## config.mk

```make
export PLATFORM = sky130hd
export DESIGN_NAME = frrs_cell
export DESIGN_NICKNAME = d
export VERILOG_FILES = /design/src/rtl/frrs_pkg.sv /design/src/rtl/frrs_cell.sv
export SDC_FILE = /design/constraint.sdc
export NUM_CORES = 1
export LEC_CHECK = 0
export BUFFER_PORTS_ARGS = -buffer_cell sky130_fd_sc_hd__buf_2
export CORE_MARGIN = 3
export CORE_UTILIZATION = 44
export DETAILED_ROUTE_END_ITERATION = 10
export GPL_ROUTABILITY_DRIVEN = 0
export PLACE_DENSITY = 0.84
export SLEW_MARGIN = 15
export SYNTH_ARGS = -nofsm -noshare
export SYNTH_HDL_FRONTEND = slang
export SYNTH_SLANG_ARGS = --single-unit
```

## constraint.sdc

```tcl
create_clock -name clock -period 1.1 [get_ports clock]
set_clock_uncertainty 0.1 [all_clocks]
set_input_delay 0.11 -clock clock [delete_from_list [all_inputs] [get_ports clock]]
set_output_delay 0.11 -clock clock [all_outputs]
set_load 0.02 [all_outputs]
```

## src/rtl/frrs_pkg.sv

```systemverilog
`timescale 1ns / 1ps
package frrs_pkg;
   localparam int MaxTargets = 16;
   localparam int MaxSessions = 64;
   localparam int TgtW = $clog2(MaxTargets);
   localparam int SesW = $clog2(MaxSessions);

   localparam logic [2:0] RegNumTargets = 3'd0;
   localparam logic [2:0] RegOnlyFirst = 3'd1;
   localparam logic [2:0] RegSessionMode = 3'd2;
   localparam logic [2:0] RegRetryTime = 3'd3;
   localparam logic [2:0] RegSessTimeout = 3'd4;

   typedef enum logic [2:0] {
      ST_IDLE, ST_SCAN, ST_ALLOC, ST_RR, ST_DONE
   } state_type;

   // word passed along the session cell row
   typedef struct packed {
      logic        valid;
      logic [31:0] addr;
      logic [3:0]  dest;
      logic [31:0] stamp;
   } sess_type;
endpackage

```

## src/rtl/frrs_cell.sv

```systemverilog
`timescale 1ns / 1ps
module frrs_cell
   import frrs_pkg::*;
(
   input  logic     clock,
   input  logic     reset,
   input  logic     shift,
   input  sess_type d_in,
   output sess_type q
);
   sess_type q_ff, q_in;
   logic     vld_ff, vld_in;

   always_comb begin
      q_in = shift ? d_in : q_ff;
      vld_in = shift ? d_in.valid : vld_ff;
   end

   always_ff @(posedge clock) begin
      q_ff <= q_in;
      if (reset) begin
         vld_ff <= 1'b0;
      end else begin
         vld_ff <= vld_in;
      end
   end

   always_comb begin
      q = q_ff;
      q.valid = vld_ff;
   end
endmodule

```

After elaboration in Yosys (flattened, before gate mapping) --
Index checks and enable logic that the tools add are counted.
Storage, ports and cells: bits in registers 69, input port bits 72, word-level logic and storage cells 4, output and inout port bits 69

Logic depth before layout (Yosys ltp) --
depth in word-level cells 0, gate-level depth with buffers 2, mapped depth without buffers 2

Worst setup path after synthesis --
No wires, ideal clock.
path kind flip-flop to output port, start reg q_ff (netlist bit q[0]), end out q[0] (netlist name), path buffers 0, data required time 0.890 ns, arrival time 0.449 ns, stages on the path, launching flop included 1, slack 0.441 ns, cell sequence edfxtp_1
RTL lines:
- from (decl) | line frrs_cell.sv:11 | sess_type q_ff, q_in;
- from (signal assigned) | line frrs_cell.sv:20 | q_ff <= q_in;
- to (decl) | line frrs_cell.sv:9 | output sess_type q
No word-level cell between the ends.

Worst setup path after layout --
start reg q_ff (netlist bit q[16]), end out q[16] (netlist name)
No word-level cell between the ends.

==> reports/metrics.cfg <==
[floorplanning]
die_w_microns=74.81
die_h_microns=74.81
ios=141
dieArea_sq_um=5597
row_count=24
start_util_pct=46.56
coreArea_sq_um=4474

[timing]
rsz0062_at_grt=yes
slew_violations=0
hold_violations=0
setup_viol=33
fmax_ghz=0.8404
finalWorstPathRequiredPeriod_ns=1.190
setup_tns_ns=-0.8067
worst_slack_ns=-0.08995
finalCritPeriodShare_pct=108.2
tightest_slew_ns=0.2458
max_slew_margin_pct=83.62

[global_routing]
grt_pass1_vias=1779
antenna_found_initial=0
grt_pass1_wl_microns=9804
gr-total-overflow=0
grt_max_degree=47
grt_util_all_layers_pct=26.14

[flow_run]
max-cap-violations=0

[logic_synthesis]
yosysWarningCount=0
ys_seq_area_share_pct=98.98
synth_top_area_share_pct=98.02
synth_top_cell_by_area=edfxtp_1
synthCells=72
ys_types=5
synth_nets=144
syn_area_per_cell_sq_um=28.93
ys_top_cells_by_area=edfxtp_1, dfxtp_1, mux2i_1
syn-cell-area_sq_um=2083
ys_ff_latch=69

[cells_and_area]
fill_cells=128
stdcell_count=351
stdcell_area_sq_um=4150
drive_above_1_share_pct=51.84
diodes=0
synthToLayoutAreaGrowth_pct=99.22
layout.nets=366

[clock_tree]
clock_sinks=69
clockBufferDepth=2
cts_tree=built
cts_buffers=9
ctsRootBufferMaster=clkbuf_8
h-tree-depth=3
postCtsSetupBuffers=0
insertion_delay_ns=0.33
clk_pin_slew_ns=0.08

[worst_setup_path]
worstPathRequired_ns=0.89
end_kind=output port
r2r_start=vld_ff
critical_path_arrival_ns=0.98
critical_path.slowest_cell=edfxtp_1
rr_worst_depth=2
critPathLaunchType=flip-flop
cp_top_family=flip-flops
crit_buf_inv=1
slowest_delay_ns=0.46
crit_type=flip-flop to output port
crit_start=q[16]
path_max_fanout=1
r2r_slack_ns=0.36
r2r_end=vld_ff
worstPathCellList=buf_6

[hold_path]
worstHoldStart=shift
worst_hold_path.endpoint=q[60]
min_path_cells=2
hold_path.class=input pin to flip-flop

[run_status]
failed_checks=negative setup slack
status=finished with violations

[power_and_ir_drop]
leakage_nw=1.772
power_density_nw_per_um2=1590
fin_total_pwr_mw=6.597
vdd_drop_max_mv=1.641

[detailed_routing]
vias=1757
routedWlPerCell_microns=25.61
first_iter_violations=146
drc=0
viasPerCell=5.006
drtAntennaViolNets=0
routed_wl_microns=8988
firstDrtPassIters=4

[placed_design]
dp_cells=265
hpwl_microns=3540
post_dp_cell_area_sq_um=2882
portBuffers=140

[metrics by stage]
| step | util [%] | hold slack [ns] | setup slack [ns] |
|---|---|---|---|
| after floorplan | - | 0.08238 | 0.4405 |
| after global placement | 64.40 | 0.1685 | 0.1663 |
| after detailed placement | 64.40 | 0.1811 | 0.1648 |
| after CTS | 86.33 | 0.1300 | -0.02411 |
| after global routing | 92.76 | 0.1408 | -0.09968 |
| final | 92.76 | 0.1493 | -0.08995 |
[placed cells by master, fill, tap and decap left out]
master,Yosys,layout
dlygate4sd3_1,0,70
nor2_1,1,1
edfxtp_1,68,68
buf_2,0,82
clkbuf_8,0,9
buf_12,0,2
dfxtp_1,1,1
buf_6,0,58
clkinv_1,0,2
bufinv_16,0,2
clkinv_2,0,2
mux2i_1,1,1
clkbuf_1,0,1
[report_power, final]
| group | internal, mW | switching (mW) | leakage [nW] |
|---|---|---|---|
| clock network | 1.26 | 0.988 | 0.105 |
| logic | 0.589 | 0.522 | 0.994 |
| registers | 3.12 | 0.119 | 0.674 |
| total | 4.97 | 1.63 | 1.77 |
[flip-flops by register name, indices dropped and copies added (netlist names)]
register and count:
vld_ff 1, q 68
[layer usage]
metal | wire, microns | part of all wire [%] | global-route usage (%)
met1 | 3247 | 36 | 27.26
met2 | 4692 | 52 | 47.41
met3 | 825 | 9.2 | 10.01
met4 | 223 | 2.5 | 10.08
met5 | 0 | 0 | 0
[cell families after synthesis]
kind of cell / count (synthesis) / share of synthesized area [%]
flip-flops: 69 / 98.98
multiplexers: 1 / 0.4805
AND/OR/NAND/NOR: 1 / 0.1800
buffers and inverters: 1 / 0.3605
[final cells by class]
type | instances | area [sq um] | share of cell area (%)
Timing Repair Buffer | 212 | 1804 | 43.47
Multi-Input combinational cell | 2 | 13.76 | 0.3316
Clock buffer | 10 | 127.6 | 3.075
Clock inverter | 6 | 77.57 | 1.869
Sequential cell | 69 | 2062 | 49.68
Tap cell | 52 | 65.06 | 1.568
[what timing repair did]
action,4_1_cts,5_1_grt
endpoints found under the setup margin,21,65
endpoints found under the hold margin,69,0
hold buffers,70,0
gates cloned,0,0
gates resized for setup,24,93
[synth_stat cells, drive strengths merged]
| cell type | count |
|---|---|
| edfxtp | 68 |
| buf | 1 |
| dfxtp | 1 |
| mux2i | 1 |
| nor2 | 1 |
[how the worst max path moves through the flow]
| stage | end | cells past startpoint |
|---|---|---|
| finish | q[16] | 1 |
| global route | q[16] | 1 |
| CTS | q[4] | 1 |
| detailed placement | q[15] | 2 |
| global placement | q[15] | 2 |
| floorplan | q[0] | 0 |
Note: power is estimated with default switching activity, not from simulation.
